==> src/hdl/cubic_spline_tessellator_top_macros.svh <==
// Assertion macros for the cubic spline tessellator.
// Used by the top level; no other dependencies.
`ifndef CUBIC_SPLINE_TESSELLATOR_TOP_MACROS_SVH
`define CUBIC_SPLINE_TESSELLATOR_TOP_MACROS_SVH
`ifndef NO_ASSERTIONS
// Same-cycle implication, disabled during reset.
`define CSP_ASSERT_IMPL(lbl, clk, rst, ante, cons, msg) \
   lbl: assert property (@(posedge clk) disable iff (rst) (ante) |-> (cons)) else $error(msg);
// Next-cycle implication, disabled during reset.
`define CSP_ASSERT_NEXT(lbl, clk, rst, ante, cons, msg) \
   lbl: assert property (@(posedge clk) disable iff (rst) (ante) |=> (cons)) else $error(msg);
`else
`define CSP_ASSERT_IMPL(lbl, clk, rst, ante, cons, msg)
`define CSP_ASSERT_NEXT(lbl, clk, rst, ante, cons, msg)
`endif
`endif

==> src/hdl/csp_pkg.sv <==
// Shared types, constants and arithmetic helpers of the cubic spline tessellator.
// No dependencies; imported by every module of the block.
`default_nettype none
package csp_pkg;

   localparam int FRAC_BITS   = 16;
   localparam int COORD_WIDTH = 32;
   localparam int T_BITS      = 16;
   localparam int CSR_WIDTH   = 16;
   localparam int QUEUE_DEPTH = 2;
   localparam int PROD_WIDTH  = 2 * (COORD_WIDTH + 1);

   localparam logic [T_BITS-1:0] MIN_STEP = T_BITS'(2048);

   // Configuration register indexes.
   localparam logic [1:0] CSR_SPLINE_MODE  = 2'd0;
   localparam logic [1:0] CSR_CLOSED_CURVE = 2'd1;
   localparam logic [1:0] CSR_T_STEP       = 2'd2;

   typedef logic signed [COORD_WIDTH-1:0] coord_type;
   typedef logic [2:0][COORD_WIDTH-1:0]   vec3_type;

   // One segment handed from the front end to the sample engine.
   typedef struct packed {
      vec3_type pa;
      vec3_type ra;
      vec3_type pb;
      vec3_type rb;
      logic     last;
   } seg_type;

   typedef enum logic [2:0] {
      F_IDLE, F_CALC, F_PUSH_A, F_PUSH_B, F_SHIFT
   } front_state_type;

   typedef enum logic [2:0] {
      B_IDLE, B_SQUARE, B_CUBE, B_BASIS, B_MAC, B_EMIT
   } back_state_type;

   // Saturate a one-bit-wider signed value to the coordinate range.
   function automatic coord_type sat_wide1(input logic signed [COORD_WIDTH:0] x);
      coord_type r;
      if (x[COORD_WIDTH] != x[COORD_WIDTH-1]) begin
         r = x[COORD_WIDTH] ? {1'b1, {(COORD_WIDTH-1){1'b0}}} : {1'b0, {(COORD_WIDTH-1){1'b1}}};
      end else begin
         r = x[COORD_WIDTH-1:0];
      end
      return r;
   endfunction

   // Round a product by 2^FRAC_BITS (or 2^(FRAC_BITS+1)) half away from zero, saturate.
   function automatic coord_type mulq_round(input logic signed [PROD_WIDTH-1:0] prod,
                                            input logic extra);
      logic                   neg;
      logic [PROD_WIDTH-1:0]  mag;
      logic [PROD_WIDTH-1:0]  rnd;
      logic [PROD_WIDTH-1:0]  sh;
      logic [PROD_WIDTH-1:0]  lim;
      logic [COORD_WIDTH-1:0] m;
      neg = prod[PROD_WIDTH-1];
      mag = neg ? PROD_WIDTH'(-prod) : prod;
      if (extra) begin
         rnd = mag + (PROD_WIDTH'(1) << FRAC_BITS);
         sh  = rnd >> (FRAC_BITS + 1);
      end else begin
         rnd = mag + (PROD_WIDTH'(1) << (FRAC_BITS - 1));
         sh  = rnd >> FRAC_BITS;
      end
      lim = neg ? (PROD_WIDTH'(1) << (COORD_WIDTH - 1))
                : ((PROD_WIDTH'(1) << (COORD_WIDTH - 1)) - PROD_WIDTH'(1));
      m   = (sh > lim) ? lim[COORD_WIDTH-1:0] : sh[COORD_WIDTH-1:0];
      return neg ? coord_type'(-m) : coord_type'(m);
   endfunction

endpackage
`default_nettype wire

==> src/hdl/csp_queue.sv <==
// Short segment queue between the front end and the sample engine.
// Depends on csp_pkg.
`default_nettype none
module csp_queue
   import csp_pkg::*;
(
   input  wire     clock,
   input  wire     reset,
   input  wire     push,
   input  seg_type push_data,
   output logic    full,
   input  wire     pop,
   output seg_type pop_data,
   output logic    empty
);

   localparam int PTR_W = $clog2(QUEUE_DEPTH);
   localparam int CNT_W = $clog2(QUEUE_DEPTH + 1);

   seg_type            entry_ff [QUEUE_DEPTH];
   logic [PTR_W-1:0]   wr_ptr_ff, wr_ptr_in;
   logic [PTR_W-1:0]   rd_ptr_ff, rd_ptr_in;
   logic [CNT_W-1:0]   count_ff, count_in;
   logic               do_push, do_pop;

   assign full     = (count_ff == CNT_W'(QUEUE_DEPTH));
   assign empty    = (count_ff == '0);
   assign do_push  = push && !full;
   assign do_pop   = pop && !empty;
   assign pop_data = entry_ff[rd_ptr_ff];

   always_comb begin
      wr_ptr_in = wr_ptr_ff;
      rd_ptr_in = rd_ptr_ff;
      count_in  = count_ff;
      if (do_push) begin
         wr_ptr_in = (wr_ptr_ff == PTR_W'(QUEUE_DEPTH - 1)) ? '0 : wr_ptr_ff + PTR_W'(1);
      end
      if (do_pop) begin
         rd_ptr_in = (rd_ptr_ff == PTR_W'(QUEUE_DEPTH - 1)) ? '0 : rd_ptr_ff + PTR_W'(1);
      end
      if (do_push && !do_pop) begin
         count_in = count_ff + CNT_W'(1);
      end else if (do_pop && !do_push) begin
         count_in = count_ff - CNT_W'(1);
      end
   end

   always_ff @(posedge clock) begin
      if (reset) begin
         wr_ptr_ff <= '0;
         rd_ptr_ff <= '0;
         count_ff  <= '0;
      end else begin
         wr_ptr_ff <= wr_ptr_in;
         rd_ptr_ff <= rd_ptr_in;
         count_ff  <= count_in;
      end
   end

   always_ff @(posedge clock) begin
      if (do_push) begin
         entry_ff[wr_ptr_ff] <= push_data;
      end
   end

endmodule
`default_nettype wire

==> config.mk <==
export PLATFORM = sky130hd
export DESIGN_NAME = csp_queue
export DESIGN_NICKNAME = d
export VERILOG_FILES = /design/src/hdl/cubic_spline_tessellator_top_macros.svh /design/src/hdl/csp_pkg.sv /design/src/hdl/csp_queue.sv
export SDC_FILE = /design/constraint.sdc
export NUM_CORES = 1
export LEC_CHECK = 0
export ABC_AREA = 1
export BUFFER_PORTS_ARGS = -buffer_cell sky130_fd_sc_hd__buf_2
export CELL_PAD_IN_SITES_DETAIL_PLACEMENT = 0
export CELL_PAD_IN_SITES_GLOBAL_PLACEMENT = 1
export CORE_AREA = 2 2 306 308
export DETAILED_ROUTE_END_ITERATION = 8
export DIE_AREA = 0 0 308 310
export GPL_ROUTABILITY_DRIVEN = 0
export HOLD_SLACK_MARGIN = 0.06
export PLACE_DENSITY_LB_ADDON = 0.2
export SLEW_MARGIN = 40
export SYNTH_ARGS = -nofsm -noshare
export SYNTH_HDL_FRONTEND = slang
export SYNTH_SLANG_ARGS = --single-unit
==> constraint.sdc <==
create_clock -name clock -period 26.1 [get_ports clock]
set_clock_uncertainty 0.15 [all_clocks]
set_input_delay 1.305 -clock clock [delete_from_list [all_inputs] [get_ports clock]]
set_output_delay 1.305 -clock clock [all_outputs]
set_load 0.02 [all_outputs]
==> results_dict.tcl, run 1 <==
set metrics [dict create \
    status "completed" \
    vias 14552 \
    synth_fp_nets 1625 \
    slew_headroom_pct 49.3 \
    min_period_ns 4.86 \
    comb_power_share_pct 24.6 \
    grt_antenna_before_repair 29 \
    seqCellArea_um2 23200 \
    cp.arrival_ns 3.40 \
    cts.reportedPaths.clkPinSlew_ns 0.06 \
    wirelength_mm 69.9 \
    vias_per_cell 4.34 \
    grt_remaining_overflow 0 \
    clkPwrFrac_pct 30.7 \
    avgSynthCellArea_um2 22.9 \
    yosys-top-cells-area "edfxtp_1 (82%), mux2_2 (14%), buf_6 (1.6%)" \
    internal_power_mw 2.54 \
    placedCellCount 3178 \
    postCtsSetupBuffers 0 \
    fin_nets 2460 \
    syn-cell-area_um2 28300 \
    ys_seq_elements 775 \
    cts_sinks 775 \
    required_ns 24.65 \
    ctsResizeCount 0 \
    fmax_ghz 0.206 \
    core-area_um2 92500 \
    power-per-cell-area_nw_per_um2 100 \
    hpwlAfterDp_mm 48.5 \
    setup_tns_ns 0 \
    hold_buffers 0 \
    yosysWarnings 0 \
    die_h_um 310 \
    ys_seq_area_share_pct 82.1 \
    reg2reg_to "entry_ff[1][112]" \
    switching_power_mw 1.07 \
    fillers 8572 \
    area_growth_pct 27.6 \
    cp_max_fo 76 \
    start_util_pct 30.6 \
    htreeDepth 3 \
    wl_per_cell_um 20.9 \
    grt_max_degree 141 \
    worst_setup_path_end_kind "primary output" \
    syn-instance-count 1235 \
    grt_pass1_vias 15159 \
    start_kind "register" \
    whs_ns 0.396 \
    switching_share_pct 29.6 \
    layout_setup_ws_ns 21.24 \
    rows 112 \
    rsz0062_at_grt "no" \
    synth_top_area_cell "edfxtp_1" \
    p_seq_share_pct 44.8 \
    fin_cells 3350 \
    path_class "reg2out" \
    dr.pass1.iters 4 \
    drv_cap 0 \
    worst_r2r_path_depth 5 \
    die_w_um 308 \
    cts_root_buf "clkbuf_16" \
    period_share_pct 18.6 \
    final_hold_viol_count 0 \
    r2r_setup_slack_ns 22.66 \
    finalSetupViolations 0 \
    drv_slew 0 \
    multiInputGateArea_um2 4570 \
    grt_pass1_wl_mm 97.2 \
    dp_slack_ns 21.59 \
    synth_top_area_share_pct 81.8 \
    clk_path_buf_depth 3 \
    rr_startpoint "count_ff[0]" \
    first_iter_violations 810 \
    tightest_slew_ns 0.753 \
    ant_nets 0 \
    synth.distinct_cells 16 \
    cts_buffers 85 \
    portBuffers 775 \
    num_io_pins 776 \
    grtUsageTotal_pct 13.9 \
    peakVddDrop_mv 0.0594 \
    min_path_type "reg2reg" \
    drive_gt1_share_pct 60.1 \
    p_leak_nw 13.3 \
    crit_path_end "pop_data[341]" \
    cts_tree "yes" \
    clk_latency_ns 0.63 \
    drc 0 \
    dieArea_um2 95500 \
]
==> synthesized netlist by cell type (all sizes together) <==
cell type and instances:
buf 43, inv 9, nand4 1, nand2 4, o21ai 5, and2 1, edfxtp 770, nor2 9
a21oi 1, nand3 1, dfxtp 5, mux2 385, ha 1
==> per-layer routing <==
layer  global-route usage [%]  part of all wire [%]
met1                     14.1                    34
met2                     25.3                    54
met3                     5.65                   8.7
met4                     5.24                   2.4
met5                        0                  0.28
==> critical path, cell delays in order (launching register included) <==
cell     delay, ns
dfxtp_4       0.81
buf_6         0.57
buf_6         0.60
mux2_2        0.42
buf_2         0.16
==> how the worst min path moves through the flow <==
stage	startpoint	endpoint	slack, ns	cells past startpoint
2_1_floorplan	wr_ptr_ff	wr_ptr_ff	0.33	2
3_3_place_gp	wr_ptr_ff	wr_ptr_ff	0.38	2
3_5_place_dp	wr_ptr_ff	wr_ptr_ff	0.39	2
4_1_cts	wr_ptr_ff	wr_ptr_ff	0.40	2
5_1_grt	wr_ptr_ff	wr_ptr_ff	0.44	2
6_report	wr_ptr_ff	wr_ptr_ff	0.40	2
==> power by group through the flow <==
stage	sequential (mW)	combinational [mW]	clock, mW
floorplan	1.75	0.610	0
global placement	1.64	0.891	0
detailed placement	1.65	0.901	0
CTS	1.62	0.905	1.15
global route	1.63	0.945	1.19
finish	1.62	0.888	1.11
==> placed cells by master (no fill, tap or decap) <==
master / synthesis / routed
buf_2: 3 / 775
edfxtp_1: 770 / 770
mux2_2: 353 / 353
clkbuf_16: 0 / 88
mux2_4: 30 / 30
clkbuf_1: 0 / 25
clkinv_1: 0 / 23
diode_2: 0 / 14
clkinv_2: 0 / 10
inv_1: 9 / 9
nor2_1: 9 / 7
buf_6: 40 / 6
o21ai_0: 5 / 5
nand2_1: 4 / 4
inv_6: 0 / 4
dfxtp_1: 5 / 4
buf_16: 0 / 4
buf_12: 0 / 4
mux2_1: 2 / 2
nor2_4: 0 / 2
clkinvlp_4: 0 / 2
bufinv_16: 0 / 2
buf_4: 0 / 2
a21oi_1: 1 / 1
and2_1: 1 / 1
nand3_1: 1 / 1
nand4_1: 1 / 1
ha_1: 1 / 1
dfxtp_4: 0 / 1
clkinv_8: 0 / 1
clkinv_4: 0 / 1
==> state kept, by name (all words and copies together), names as in the netlist, named ones only <==
name and count:
count_ff 2, entry_ff 770, wr_ptr_ff 1, rd_ptr_ff 1
==> area by class of cell <==
cell class	instances	share of cell area, %
clock buffers	113	6.36
repair buffers	791	11.5
diodes	14	0.0971
inverters	9	0.0936
clock inverters	43	0.752
flip-flops and latches	775	64.4
well taps	1197	4.15
multi-input cells	408	12.7
==> logic make-up after synthesis <==
group	synth area share (%)
buffers and inverters	1.77
and+or+nand+nor	0.234
AOI/OAI and AO/OA	0.106
adders and majority gates	0.0442
muxes	15.7
DFF	82.1
==> metrics by stage <==
stage	util, %	power [mW]	cell area (um2)
after floorplan	-	2.36	28300
after global routing	39.0	3.77	36100
after detailed placement	36.1	2.55	33400
after CTS	38.9	3.68	36000
final	39.0	3.61	36100
after global placement	36.1	2.53	33300
Power figures use the tool's default switching activity.
==> run 2: changes to the inputs <==
==> constraint.sdc (replaced) <==
create_clock -name clock -period 4.9 [get_ports clock]
set_clock_uncertainty 0.15 [all_clocks]
set_input_delay 0.245 -clock clock [delete_from_list [all_inputs] [get_ports clock]]
set_output_delay 0.245 -clock clock [all_outputs]
set_load 0.02 [all_outputs]
==> results_dict.tcl, run 2 (synthesized netlist as in run 1, its figures left out) <==
set metrics [dict create \
    p_leak_nw 15.0 \
    rsz0062_at_grt "no" \
    rows 112 \
    largest_reg_flops 770 \
    htreeDepth 3 \
    grt_antenna_before_repair 1 \
    mostFrequentLayoutCells "buf_2 (775), edfxtp_1 (770), dlygate4sd3_1 (389)" \
    switching_power_mw 5.85 \
    peakVddDrop_mv 0.357 \
    drv_slew 0 \
    fin_util_pct 43.4 \
    slew_headroom_pct 49.1 \
    hpwlAfterDp_mm 51.3 \
    clk_latency_ns 0.63 \
    first_iter_violations 740 \
    wirelength_mm 74.4 \
    status "completed" \
    core-area_um2 92500 \
    path_class "reg2out" \
    cpMaxStageDelayCell "dfxtp_4" \
    hold_path_startpoint "push_data[380]" \
    fmax_ghz 0.322 \
    fin_area_um2 40200 \
    reg_top3 "entry_ff (770), count_ff (2)" \
    path_delay_family "buffers and inverters" \
    final_hold_viol_count 0 \
    internal_power_mw 14.0 \
    area_growth_pct 42.0 \
    tightest_slew_ns 0.761 \
    dieArea_um2 95500 \
    switching_share_pct 29.4 \
    portBuffers 775 \
    grt_pass1_vias 17513 \
    fillers 8321 \
    fin_nets 2868 \
    num_io_pins 776 \
    min_period_ns 3.10 \
    grt_max_degree 97 \
    cpPeakStageDelay_ns 0.53 \
    comb_power_share_pct 26.0 \
    postCtsSetupBuffers 0 \
    drv_cap 0 \
    p_seq_share_pct 43.2 \
    finalSetupViolations 0 \
    cts_buffers 86 \
    dr.pass1.iters 5 \
    start_kind "register" \
    place_area_um2 33600 \
    min_path_type "in2reg" \
    period_share_pct 63.4 \
    crit_chain "buf_16, buf_12, buf_12, mux2_2, buf_2" \
    drc 0 \
    vias 16179 \
    wl_per_cell_um 19.9 \
    die_w_um 308 \
    worst_setup_path_end_kind "primary output" \
    cts_root_buf "clkbuf_16" \
    finalPower_mw 19.9 \
    grt_remaining_overflow 0 \
    power-per-cell-area_nw_per_um2 495 \
    cp.arrival_ns 2.71 \
    cp_max_fo 78 \
    required_ns 4.51 \
    placedCellCount 3198 \
    ant_nets 0 \
    rr_startpoint "count_ff[1]" \
    cts_sinks 775 \
    crit_buf_inv 4 \
    cts_tree "yes" \
    layout_commonest_cell "buf_2" \
    start_util_pct 30.6 \
    clkPwrFrac_pct 30.8 \
    whs_ns 0.182 \
    clk_path_buf_depth 3 \
    crit_top_cell "buf_12" \
    die_h_um 310 \
    vias_per_cell 4.33 \
    largest_register "entry_ff" \
    grtUsageTotal_pct 14.8 \
    grt_pass1_wl_mm 106 \
    fin_cells 3740 \
    cts.reportedPaths.clkPinSlew_ns 0.06 \
    drive_gt1_share_pct 51.5 \
]
## run 2: cell count changes in the layout (fill, tap and decap cells not counted), moves of 3 or more
cell,delta
buf_12,+5
buf_16,-3
inv_6,-3
diode_2,-13
dlygate4sd3_1,+389
buf_4,+21
clkinv_1,-8
bufinv_16,+5
buf_6,-6
## run 2: final cells by class
cell class / instances / area, um2 / share of cell area [%]
diodes: 1 / 2.50 / 0.00623
clock buffers: 114 / 2280 / 5.67
clock inverters: 38 / 362 / 0.901
inverters: 9 / 33.8 / 0.0841
multi-input cells: 408 / 4580 / 11.4
flip-flops and latches: 775 / 23200 / 57.8
well taps: 1197 / 1500 / 3.73
repair buffers: 1198 / 8170 / 20.3
## run 2: stage by stage
step           TNS [ns]  setup WS (ns)
4_1_cts               0           1.67
5_1_grt               0           1.63
3_3_place_gp          0           2.24
6_report              0           1.80
3_5_place_dp          0           2.38
2_1_floorplan  -1416.30          -1.84
## run 2: repair_timing
action / 4_1_cts / 5_1_grt
endpoints found under the setup margin: 0 / 0
resized for setup: 0 / 0
endpoints found under the hold margin: 788 / 0
hold buffers: 389 / 0
## run 2: final timing paths
kind                                         end  slack, ns  depth (start not counted)
worst max-delay path               pop_data[344]       1.80                          5
worst min-delay path            entry_ff[0][380]       0.18                          2
worst max register to register  entry_ff[1][331]       2.64                          4
worst min register to register         wr_ptr_ff       0.39                          2
## run 2: worst register-to-register path, stage by stage, from the launching register on
cell and delay (ns):
dfxtp_2 0.34, inv_2 0.09, o21ai_4 0.09, nor2_4 0.59, buf_12 0.45
## run 2: power by group through the flow
stage	Clock (mW)	Combinational, mW	Sequential (mW)
6_report	6.12	5.16	8.59
5_1_grt	6.54	5.49	8.67
4_1_cts	6.32	5.27	8.60
3_5_place_dp	0	4.97	8.74
3_3_place_gp	0	4.86	8.76
2_1_floorplan	0	3.26	8.84
## run 2: layer usage
layer  track usage (%)  vias to the layer above  part of all wire (%)
li1                  -                     7449                     -
met5                 0                        -                     0
met4              6.24                        0                   3.7
met1              15.3                     8048                    35
met3              4.65                      146                   6.9
met2              27.7                      536                    54
==> run 3: changes to the inputs <==
--- a/config.mk
+++ b/config.mk
@@ -5,13 +5,13 @@
 export SDC_FILE = /design/constraint.sdc
 export NUM_CORES = 1
 export LEC_CHECK = 0
-export ABC_AREA = 1
+export ABC_AREA = 0
 export BUFFER_PORTS_ARGS = -buffer_cell sky130_fd_sc_hd__buf_2
 export CELL_PAD_IN_SITES_DETAIL_PLACEMENT = 0
 export CELL_PAD_IN_SITES_GLOBAL_PLACEMENT = 1
-export CORE_AREA = 2 2 306 308
+export CORE_AREA = 2 2 302 304
 export DETAILED_ROUTE_END_ITERATION = 8
-export DIE_AREA = 0 0 308 310
+export DIE_AREA = 0 0 304 306
 export GPL_ROUTABILITY_DRIVEN = 0
 export HOLD_SLACK_MARGIN = 0.06
 export PLACE_DENSITY_LB_ADDON = 0.2
==> constraint.sdc (replaced) <==
create_clock -name clock -period 2.7 [get_ports clock]
set_clock_uncertainty 0.15 [all_clocks]
set_input_delay 0.135 -clock clock [delete_from_list [all_inputs] [get_ports clock]]
set_output_delay 0.135 -clock clock [all_outputs]
set_load 0.02 [all_outputs]
==> results_dict.tcl, run 3 <==
set metrics [dict create \
    dieArea_um2 93000 \
    htreeDepth 3 \
    peakVddDrop_mv 0.580 \
    synth_mux_area_share_pct 15.6 \
    period_share_pct 92.7 \
    p_leak_nw 15.6 \
    synth.distinct_cells 16 \
    finalSetupViolations 0 \
    synth_compound_area_share_pct 0.0887 \
    wirelength_mm 74.9 \
    setup_tns_ns 0 \
    hpwlAfterDp_mm 51.9 \
    cpMaxStageDelayCell "dfxtp_4" \
    tightest_slew_ns 0.421 \
    ant_nets 0 \
    drive_gt1_share_pct 48.7 \
    synth_fp_nets 1613 \
    grt_pass1_wl_mm 109 \
    slew_headroom_pct 71.9 \
    min_path_type "in2reg" \
    worst_r2r_path_depth 5 \
    grt_antenna_before_repair 10 \
    rows 110 \
    r2r_setup_slack_ns 0.37 \
    vias_per_cell 4.33 \
    hold_depth 2 \
    synth_xor_area_share_pct 0.0932 \
    synth_top_cells_by_count "edfxtp_1 (770), mux2_2 (355), buf_6 (39)" \
    start_kind "register" \
    layout_commonest_cell "buf_2" \
    core-area_um2 89600 \
    required_ns 2.41 \
    first_iter_violations 830 \
    die_h_um 306 \
    grt_remaining_overflow 0 \
    cts_buffers 84 \
    path_class "reg2out" \
    synth_fa_ha_area_share_pct 0.0444 \
    drv_cap 0 \
    drv_slew 0 \
    drc 0 \
    dr.pass1.iters 5 \
    synth_top_family_by_area "multiplexers" \
    worst_setup_path_end_kind "primary output" \
    avgSynthCellArea_um2 23.1 \
    yosysWarnings 0 \
    ys_seq_area_share_pct 82.3 \
    crit_top_cell "buf_12" \
    final_hold_viol_count 0 \
    rr_startpoint "count_ff[0]" \
    fmax_ghz 0.400 \
    async_flop_share_pct 0 \
    cp_max_fo 29 \
    ys_seq_elements 775 \
    power-per-cell-area_nw_per_um2 893 \
    reg2reg_to "count_ff[1]" \
    grt_pass1_vias 18227 \
    postCtsSetupBuffers 0 \
    clk_path_buf_depth 3 \
    cts_tree "yes" \
    crit_buf_inv 3 \
    largest_register "entry_ff" \
    yosysMostFrequentCell "edfxtp_1" \
    wl_per_cell_um 19.3 \
    vias 16782 \
    cpPeakStageDelay_ns 0.52 \
    grtUsageTotal_pct 15.6 \
    min_period_ns 2.50 \
    yosys.area_share.simple_pct 0.155 \
    cts.reportedPaths.clkPinSlew_ns 0.06 \
    synth-edff-count 770 \
    die_w_um 304 \
    whs_ns 0.0934 \
    clk_latency_ns 0.62 \
    rsz0062_at_grt "no" \
    num_io_pins 776 \
    syn-instance-count 1223 \
    cts_sinks 775 \
    cp.arrival_ns 2.22 \
    mostFrequentLayoutCells "buf_2 (775), edfxtp_1 (770), dlygate4sd3_1 (540)" \
    yosys-top-cells-area "edfxtp_1 (82%), mux2_2 (14%), buf_6 (1.6%)" \
    hold_path_startpoint "push_data[63]" \
    grt_max_degree 64 \
    largest_reg_flops 770 \
    holdPathEnd "entry_ff[0][63]" \
    path_delay_family "buffers and inverters" \
    reg_top3 "entry_ff (770), count_ff (2)" \
    synth_top_area_share_pct 82.0 \
    start_util_pct 31.5 \
    fin_nets 3013 \
    portBuffers 775 \
    ys.flop_type "edfxtp_1" \
    area_growth_pct 48.2 \
    crit_chain "buf_12, buf_12, mux2_2, buf_2" \
    synth_top_area_cell "edfxtp_1" \
    cts_root_buf "clkbuf_16" \
    status "completed" \
    syn-cell-area_um2 28200 \
]
run 3: how the worst max path moves through the flow:
stage | start | to | slack (ns) | cells after the start
after global routing | register | pop_data[58] | 0.08 | 4
after detailed placement | count_ff[1] | entry_ff[0][133] | 0.61 | 5
final | register | pop_data[58] | 0.20 | 4
after CTS | register | pop_data[58] | 0.11 | 4
after global placement | count_ff[1] | entry_ff[0][133] | 0.62 | 5
after floorplan | count_ff[1] | entry_ff[0][0] | -4.34 | 3
run 3: layer usage:
metal / part of all wire (%) / vias up / GRT usage, %
li1: - / 7737 / -
met1: 35 / 8338 / 16.0
met2: 54 / 549 / 29.0
met3: 6.8 / 156 / 4.54
met4: 4.3 / 2 / 7.47
met5: 0.017 / - / 0
run 3: what timing repair did:
item | in CTS | in global routing
endpoints found under the setup margin | 0 | 0
gates resized for setup | 0 | 0
hold buffers | 539 | 1
endpoints found under the hold margin | 775 | 2
run 3: where the power goes:
group	leakage (nW)	total [mW]	switching (mW)	internal, mW
combinational	7.15	11.0	6.50	4.47
clock	1.27	10.9	4.58	6.37
sequential	7.23	15.4	0.336	15.1
run 3: stage by stage:
| stage | cell area [um2] | total power [mW] | utilization [%] | std cells | setup slack, ns |
|---|---|---|---|---|---|
| 3_5_place_dp | 33800 | 26.2 | 37.7 | 3173 | 0.611 |
| 6_report | 41800 | 37.3 | 46.7 | 3874 | 0.198 |
| 4_1_cts | 41800 | 37.9 | 46.6 | 3864 | 0.106 |
| 3_3_place_gp | 33800 | 26.1 | 37.7 | 3173 | 0.619 |
| 2_1_floorplan | 28200 | 22.6 | - | 1223 | -4.34 |
| 5_1_grt | 41800 | 38.9 | 46.7 | 3874 | 0.0845 |
run 3: worst register-to-register path, stage by stage (launching register included):
cell and delay (ns):
dfxtp_2 0.36, o21ai_0 0.34, ha_1 0.31, dlygate4sd3_1 0.59, or3_1 0.35, a21oi_1 0.15
run 3: cells by family (layout without fill, tap and decap cells):
group                      Yosys count  after routing
muxes                              385            385
xor gates and xnor gates             3              3
adders and majority gates            1              1
buffers and inverters               45           1511
and+or+nand+nor                      9              9
DFF                                775            775
other                                0              9
AOI/OAI and AO/OA                    5              5
run 3: final cells by class:
type / count / area (um2)
Fill cell: 7816 / 47800
Sequential cell: 775 / 23200
Timing Repair Buffer: 1357 / 9920
Multi-Input combinational cell: 403 / 4530
Clock buffer: 108 / 2260
Tap cell: 1176 / 1470
Clock inverter: 44 / 362
Antenna cell: 9 / 22.5
Inverter: 2 / 11.3
